[config.mk]
export PLATFORM = sky130hd
export DESIGN_NAME = slfd_framer
export DESIGN_NICKNAME = d
export VERILOG_FILES = /design/src/rtl/slfd_pkg.sv /design/src/rtl/slfd_framer.sv
export SDC_FILE = /design/constraint.sdc
export NUM_CORES = 1
export LEC_CHECK = 0
export ABC_AREA = 1
export BUFFER_PORTS_ARGS = -buffer_cell sky130_fd_sc_hd__buf_4
export CORE_MARGIN = 3
export CORE_UTILIZATION = 50
export DETAILED_ROUTE_END_ITERATION = 10
export GPL_ROUTABILITY_DRIVEN = 0
export PLACE_DENSITY = 0.73
export SETUP_SLACK_MARGIN = 0.3
export SLEW_MARGIN = 20
export SYNTH_ARGS = -nofsm -noshare
export SYNTH_HDL_FRONTEND = slang
export SYNTH_SLANG_ARGS = --single-unit
[constraint.sdc]
create_clock -name aclk -period 3.39 [get_ports aclk]
set_clock_uncertainty 0.05 [all_clocks]
set_input_delay 0.8475 -clock aclk [delete_from_list [all_inputs] [get_ports aclk]]
set_output_delay 0.8475 -clock aclk [all_outputs]
set_load 0.05 [all_outputs]
[src/rtl/slfd_pkg.sv]
`default_nettype none

package slfd_pkg;

    localparam int BUFFER_DEPTH = 1024;
    localparam int ADDR_W = $clog2(BUFFER_DEPTH);
    localparam int LEN_W = 11;
    localparam int COUNT_W = 32;

    localparam logic [7:0] SYNC0_BYTE = 8'hA5;
    localparam logic [7:0] SYNC1_BYTE = 8'h5A;
    localparam logic [15:0] CRC_POLY = 16'h1021;
    localparam logic [15:0] CRC_INIT = 16'hFFFF;
    localparam logic [LEN_W-1:0] MAX_LENGTH_RESET = 11'd1024;
    localparam logic [LEN_W-1:0] LEN_SAT = 11'd2047;

    localparam int S_TDATA_W = 24;
    localparam int M_TDATA_W = 160;

    typedef enum logic [2:0] {
        PH_SYNC0,
        PH_SYNC1,
        PH_LEN0,
        PH_LEN1,
        PH_SEQ,
        PH_PAYLOAD,
        PH_CRC0,
        PH_CRC1
    } phase_t;

    typedef enum logic [1:0] {
        OP_LINK  = 2'd0,
        OP_READ  = 2'd1,
        OP_COUNT = 2'd2
    } opcode_t;

    typedef enum logic [2:0] {
        KIND_GOOD     = 3'd0,
        KIND_CRC_ERR  = 3'd1,
        KIND_OVERSIZE = 3'd2,
        KIND_READ     = 3'd3,
        KIND_COUNT    = 3'd4
    } kind_t;

    typedef struct packed {
        logic               valid;
        kind_t              kind;
        logic [7:0]         seq;
        logic [LEN_W-1:0]   length;
        logic               read_ok;
        logic [COUNT_W-1:0] good;
        logic [COUNT_W-1:0] crc_err;
        logic [COUNT_W-1:0] discard;
        logic [COUNT_W-1:0] oversize;
    } result_t;

    typedef struct packed {
        logic              en;
        logic [ADDR_W-1:0] addr;
        logic [7:0]        data;
    } buf_wr_t;

    function automatic logic [15:0] crc16_byte(input logic [15:0] crc, input logic [7:0] b);
        logic [15:0] c;
        c = crc ^ {b, 8'h00};
        for (int i = 0; i < 8; i++) begin
            c = c[15] ? ((c << 1) ^ CRC_POLY) : (c << 1);
        end
        return c;
    endfunction

endpackage

`default_nettype wire

[src/rtl/slfd_framer.sv]
`default_nettype none

module slfd_framer (
    input  wire                               aclk,
    input  wire                               aresetn,
    input  wire                               step_en,
    input  wire [1:0]                         opcode,
    input  wire [7:0]                         data_byte,
    input  wire [slfd_pkg::ADDR_W-1:0]        read_index,
    input  wire [slfd_pkg::LEN_W-1:0]         max_length,
    output slfd_pkg::result_t                 res,
    output slfd_pkg::buf_wr_t                 wr
);

    slfd_pkg::phase_t                phase_reg, phase_next;
    logic [7:0]                      len_low_reg, len_low_next;
    logic [slfd_pkg::LEN_W-1:0]      frame_len_reg, frame_len_next;
    logic [slfd_pkg::LEN_W-1:0]      stored_reg, stored_next;
    logic [7:0]                      seq_reg, seq_next;
    logic [7:0]                      crc_low_reg, crc_low_next;
    logic [15:0]                     crc_reg, crc_next;
    logic [slfd_pkg::COUNT_W-1:0]    good_reg, good_next;
    logic [slfd_pkg::COUNT_W-1:0]    crc_err_reg, crc_err_next;
    logic [slfd_pkg::COUNT_W-1:0]    discard_reg, discard_next;
    logic [slfd_pkg::COUNT_W-1:0]    oversize_reg, oversize_next;

    logic [15:0]                     len16;
    logic [15:0]                     rx_crc;
    logic [15:0]                     crc_upd;
    logic [slfd_pkg::LEN_W-1:0]      stored_inc;

    assign len16 = {data_byte, len_low_reg};
    assign rx_crc = {data_byte, crc_low_reg};
    assign crc_upd = slfd_pkg::crc16_byte(crc_reg, data_byte);
    assign stored_inc = stored_reg + 1'b1;

    always_ff @(posedge aclk) begin
        if (!aresetn) begin
            phase_reg     <= slfd_pkg::PH_SYNC0;
            len_low_reg   <= '0;
            frame_len_reg <= '0;
            stored_reg    <= '0;
            seq_reg       <= '0;
            crc_low_reg   <= '0;
            crc_reg       <= slfd_pkg::CRC_INIT;
            good_reg      <= '0;
            crc_err_reg   <= '0;
            discard_reg   <= '0;
            oversize_reg  <= '0;
        end else if (step_en) begin
            phase_reg     <= phase_next;
            len_low_reg   <= len_low_next;
            frame_len_reg <= frame_len_next;
            stored_reg    <= stored_next;
            seq_reg       <= seq_next;
            crc_low_reg   <= crc_low_next;
            crc_reg       <= crc_next;
            good_reg      <= good_next;
            crc_err_reg   <= crc_err_next;
            discard_reg   <= discard_next;
            oversize_reg  <= oversize_next;
        end
    end

    always_comb begin
        phase_next     = phase_reg;
        len_low_next   = len_low_reg;
        frame_len_next = frame_len_reg;
        stored_next    = stored_reg;
        seq_next       = seq_reg;
        crc_low_next   = crc_low_reg;
        crc_next       = crc_reg;
        good_next      = good_reg;
        crc_err_next   = crc_err_reg;
        discard_next   = discard_reg;
        oversize_next  = oversize_reg;
        res            = '0;
        wr             = '0;

        case (opcode)
            slfd_pkg::OP_LINK: begin
                case (phase_reg)
                    slfd_pkg::PH_SYNC0: begin
                        if (data_byte == slfd_pkg::SYNC0_BYTE) begin
                            phase_next = slfd_pkg::PH_SYNC1;
                        end else begin
                            discard_next = discard_reg + 1'b1;
                        end
                    end
                    slfd_pkg::PH_SYNC1: begin
                        if (data_byte == slfd_pkg::SYNC1_BYTE) begin
                            phase_next = slfd_pkg::PH_LEN0;
                        end else begin
                            discard_next = discard_reg + 1'b1;
                            if (data_byte != slfd_pkg::SYNC0_BYTE) begin
                                phase_next = slfd_pkg::PH_SYNC0;
                            end
                        end
                    end
                    slfd_pkg::PH_LEN0: begin
                        len_low_next = data_byte;
                        crc_next = slfd_pkg::crc16_byte(slfd_pkg::CRC_INIT, data_byte);
                        phase_next = slfd_pkg::PH_LEN1;
                    end
                    slfd_pkg::PH_LEN1: begin
                        if (len16 > {5'b0, max_length}) begin
                            oversize_next = oversize_reg + 1'b1;
                            phase_next = slfd_pkg::PH_SYNC0;
                            res.valid = 1'b1;
                            res.kind = slfd_pkg::KIND_OVERSIZE;
                            res.length = (len16 > {5'b0, slfd_pkg::LEN_SAT}) ?
                                         slfd_pkg::LEN_SAT : len16[slfd_pkg::LEN_W-1:0];
                        end else begin
                            frame_len_next = len16[slfd_pkg::LEN_W-1:0];
                            crc_next = crc_upd;
                            phase_next = slfd_pkg::PH_SEQ;
                        end
                    end
                    slfd_pkg::PH_SEQ: begin
                        seq_next = data_byte;
                        stored_next = '0;
                        crc_next = crc_upd;
                        phase_next = (frame_len_reg == '0) ? slfd_pkg::PH_CRC0 :
                                                             slfd_pkg::PH_PAYLOAD;
                    end
                    slfd_pkg::PH_PAYLOAD: begin
                        wr.en = step_en &&
                                (stored_reg < slfd_pkg::LEN_W'(slfd_pkg::BUFFER_DEPTH));
                        wr.addr = stored_reg[slfd_pkg::ADDR_W-1:0];
                        wr.data = data_byte;
                        stored_next = stored_inc;
                        crc_next = crc_upd;
                        if (stored_inc >= frame_len_reg) begin
                            phase_next = slfd_pkg::PH_CRC0;
                        end
                    end
                    slfd_pkg::PH_CRC0: begin
                        crc_low_next = data_byte;
                        phase_next = slfd_pkg::PH_CRC1;
                    end
                    default: begin
                        phase_next = slfd_pkg::PH_SYNC0;
                        res.valid = 1'b1;
                        if (rx_crc == crc_reg) begin
                            good_next = good_reg + 1'b1;
                            res.kind = slfd_pkg::KIND_GOOD;
                        end else begin
                            crc_err_next = crc_err_reg + 1'b1;
                            res.kind = slfd_pkg::KIND_CRC_ERR;
                        end
                        res.seq = seq_reg;
                        res.length = frame_len_reg;
                    end
                endcase
            end
            slfd_pkg::OP_READ: begin
                res.valid = 1'b1;
                res.kind = slfd_pkg::KIND_READ;
                res.read_ok = (slfd_pkg::LEN_W'(read_index) < stored_reg) &&
                              (slfd_pkg::LEN_W'(read_index) <
                               slfd_pkg::LEN_W'(slfd_pkg::BUFFER_DEPTH));
            end
            slfd_pkg::OP_COUNT: begin
                res.valid = 1'b1;
                res.kind = slfd_pkg::KIND_COUNT;
                res.good = good_reg;
                res.crc_err = crc_err_reg;
                res.discard = discard_reg;
                res.oversize = oversize_reg;
            end
            default: begin
                res = '0;
            end
        endcase
    end

endmodule

`default_nettype wire

### Yosys cells after proc, flatten, opt, wreduce, memory -nomap -nowiden

Cells that the tools add are included.

* input port bits: 34
* bits in registers: 193
* logic and storage cells: 123
* output and inout port bits: 171

* equality and inequality tests: 18
* mux-type cells: 42
* bitwise gates (word level): 21
* magnitude comparators: 5
* reduce and logical (&&, ||, !) cells: 21
* $add $sub $neg: 5

Operators by type and width (count)
* two-way mux 13 bit: 16
* adder 32 x 1 -> 32 bit, second input constant: 4
* two-way mux 128 bit: 1
* two-way mux 32 bit: 2
* case mux 32 bit (2 select lines): 1
* two-way mux 19 bit: 3
* NOT 3 bit: 16
* case mux 16 bit (3 select lines): 1
* case mux 11 bit (2 select lines): 2
* two-way mux 11 bit: 2
* case mux 3 bit (7 select lines): 1
* AND reduction 4 bit: 5
* == test 16 bit: 1
* > comparator 16 x 11 -> 1 bit: 1
* > comparator 16 x 11 -> 1 bit, second input constant: 1
* two-way mux 16 bit: 1
* NOT 16 bit: 1
* bitwise XOR 16 bit: 1
* two-way mux 3 bit: 5
* case mux 4 bit (3 select lines): 1
* AND reduction 3 bit: 4
* adder 11 x 1 -> 11 bit, second input constant: 1
* greater-or-equal comparator 11 bit: 1
* zero test 11 bit: 1
* other kinds (27): 39

### Logic depth before layout (Yosys ltp)

* depth after elaboration: 19
* depth in mapped cells: 20
* gate-level depth less buffers: 20

### Least setup slack after synthesis

Ideal clock, no wire load.

* kind: in2out
* start: input port opcode[0]
* end: output port wr[10] (netlist bit)
* data required time: 2.493 ns
* stages on the path: 6
* path slack: -0.361 ns
* path buffers: 2
* arrival time: 2.853 ns
* path through: inv_1 > ha_1 > inv_1 > clkbuf_1 > clkbuf_1 > nor3_1

RTL lines
* start, declared: line slfd_framer.sv:7 `input wire [1:0] opcode,`
* end, declared: line slfd_framer.sv:12 `output slfd_pkg::buf_wr_t wr`

==> run_results.csv <==
group,metric,value,unit
cts,clock_path_buffers,2,
global_routing,grt_busiest_layer,"met2",
setup_path,worst-path-max-fanout,5,
synth,async_flop_share,0,%
synth,netlist_area,0.01352,sq mm
synth,ys_seq_area_share,28.57,%
setup_path,crit_start,"max_length[4]",
synth,synth_area_leaders,"dfxtp_1, nand2_1, inv_1, a21oi_1, nor2_1",
synth,synth_edf_count,0,
synth,synth_common_cells,"nand2_1, inv_1, nor2_1, dfxtp_1, a21oi_1",
global_routing,gr-usage-met3,4.065,%
cts,root_buffer,"clkbuf_16",
setup_path,crit_chain,"buf_4 > inv_2 > ha_1 > nand2_2 > nor2_4 > nand2_2 > nand2_2 > nand2_2 > nand2_2 > nand2_4 > nor2_4 > buf_12 > buf_16 > o21ai_4 > a21oi_4 > buf_6",
sta,post-route-min-period,3490,ps
routing,drc,0,
run,cap_violations,0,
routing,drtIter0Drc,1288,
run_status,failed_checks,"negative setup slack",
cts,insertion_delay,440,ps
floorplan,fp.dieH,170.5,um
finish,regArea,0.003870,sq mm
cts,cts_inserted_buffers,17,
finish,antenna_cells,0,
sta,min_period_over_period,102.9,%
pwr,power,4.605,mW
synth,avgSynthCellArea,6.128,sq um
global_routing,met2_usage,43.39,%
pwr,ir_worst_vdd,0.2193,mV
setup_path,worst_path_largest_cell_delay,280,ps
sta,setup_viol,8,
cts,tritoncts,"built",
global_routing,overflow,0,
synth,yosys_warnings,0,
setup_path,crit_buf_inv,5,
hold_path,min_from,"stored_reg[7]",
setup_path,cp-start-kind,"input pin",
global_routing,grt_pass1_vias,13374,
pwr,leakagePower,7.845,nW
cts,numClockSinks,193,
setup_path,crit_slowest_cell,"ha_1",
setup_path,cp_common_cell,"nand2_2",
synth,synth_top_cell_by_area,"dfxtp_1",
global_routing,grt_start_max_net_pins,62,
synth,ys_seq_elements,193,
floorplan,core-area,0.02635,sq mm
floorplan,die_w,170.5,um
finish,multi_input_comb_area,0.008785,sq mm
global_routing,grt_pass1_wl,65.09,mm
setup_path,cp_top_family,"simple AND/OR/NAND/NOR gates",
cts,path_clk_slew,60,ps
pwr,p_per_area,271.8,mW/mm^2
place,placed_area,0.01596,sq mm
global_routing,grt_use_total,26.85,%
synth,postSynthCellCount,2207,
hold_path,hold_class,"reg2reg",
finish,nets,2469,
synth,synth.distinct_cells,47,
setup_path,r2r-start,"stored_reg[0]",
synth,synth_top_cell_area_share,28.57,%
synth,yosys_most_used_dff,"dfxtp_1",
run_status,status,"complete, but fails checks",
finish,design_area,0.01694,sq mm
sta,relSlewSlack,38.25,%
place,hpwl,29.39,mm
finish,layout-drive-gt1-share,17.97,%
global_routing,antenna_found_initial,1,
place,io_buffers,204,
sta,slew_violations,0,
global_routing,grt_util_met1,37.32,%
finish,area_delta_synth_final,25.27,%
setup_path,reg2reg_setup_slack,530,ps
sta,finalWorstSetupSlack,-99.82,ps
routing,drt-total-wl,39.92,mm
floorplan,dieArea,0.02906,sq mm
setup_path,crit_arrival,2590,ps
floorplan,initial_core_util,51.32,%
sta,fmax,0.2865,GHz
setup_path,cp-end-kind,"output pin",
routing,viasPerCell,5.311,
sta,worstMarginPinSlew,925.2,ps
routing,vias,14546,
finish,nFillCells,2481,
synth,yosysMostFrequentCell,"nand2_1",
sta,rsz0062_at_grt,"true",
sta,hold_viol_final,0,
setup_path,path_class,"in2out",
routing,wl_per_cell,14.57,um
cts,htree_levels,4,
routing,antenna_left,0,
floorplan,pin_count,205,
floorplan,rows,59,
setup_path,required,2490,ps
synth,synth_fp_nets,2282,
routing,drt_first_pass_iters,6,
sta,finalSetupTns,-498.0,ps
-- worst register-to-register path: cells and delay by family, from the launching register on --
| kind | cells | cell delay, ps |
|---|---|---|
| xor+xnor | 1 | 260 |
| fa+ha+maj | 1 | 280 |
| flops | 1 | 380 |
| buf+inv | 1 | 160 |
| simple gates | 8 | 1330 |
| compound gates | 3 | 340 |
-- final cells by class --
class	count	area share [%]
tap	335	2.474
clock inverter	10	0.6130
inverter	298	6.817
multi-input combinational	1620	51.85
timing repair buffer	264	12.73
clock buffer	19	2.674
sequential	193	22.84
-- logic make-up (layout without fill, tap and decap cells) --
kind of cell | Yosys count | after routing | share of synthesized area, %
and+or+nand+nor | 1189 | 1189 | 37.21
AOI/OAI and AO/OA | 256 | 256 | 9.779
buffers and inverters | 394 | 591 | 11.85
muxes | 1 | 1 | 0.07402
DFF | 193 | 193 | 28.57
adders and majority gates | 41 | 41 | 3.793
xor gates and xnor gates | 133 | 133 | 8.724
-- report_power, final --
group          switching, mW  internal, mW  total, mW
logic                  0.234         0.124      0.358
registers            0.00279          2.27       2.27
clock network          0.924          1.05       1.98
total                   1.16          3.44       4.60
-- layout by cell type, fill, tap and decap left out, drive strengths merged, types with 2 or more instances in the layout --
master,netlist,final
nand2,688,688
inv,297,298
buf,41,264
nor2,228,228
dfxtp,193,193
a21oi,182,182
nand3,100,100
nor3,92,92
xor2,85,85
o21ai,61,61
nand4,60,60
xnor2,48,48
ha,41,41
clkbuf,55,19
nand3b,11,11
nor4,5,5
clkinv,1,5
clkinvlp,0,4
nor3b,4,4
a22oi,3,3
o21bai,2,2
o22ai,2,2
-- per-layer routing --
| layer | vias up | routed length, um |
|---|---|---|
| met1 | 6587 | 18070 |
| li1 | 7322 | - |
| met5 | - | 11 |
| met2 | 567 | 18120 |
| met4 | 2 | 830 |
| met3 | 68 | 2887 |
-- metrics by stage --
step	setup WS [ps]	instances	utilization [%]	hold slack (ps)
2_1_floorplan	139.7	2207	-	397.5
3_3_place_gp	-18.53	2694	60.55	409.0
3_5_place_dp	-88.55	2694	60.55	420.4
4_1_cts	-46.31	2731	63.73	430.8
5_1_grt	-209.9	2739	64.28	454.0
6_report	-99.82	2739	64.28	430.9
-- path summary, 6_finish.rpt --
kind,endpoint,depth (start not counted)
worst max-delay path,res[138],16
worst min-delay path,stored_reg[7],2
worst min register to register,stored_reg[7],2
worst max register to register,phase_reg[1],14
-- repair_timing --
item,CTS,global route
cloned,1,0
buffers inserted,7,8
gates resized for setup,43,21
pin swaps,20,6
hold buffers,0,0
endpoints found under the setup margin,39,41
endpoints found under the hold margin,0,0
Note: power is estimated with default switching activity, not from simulation.
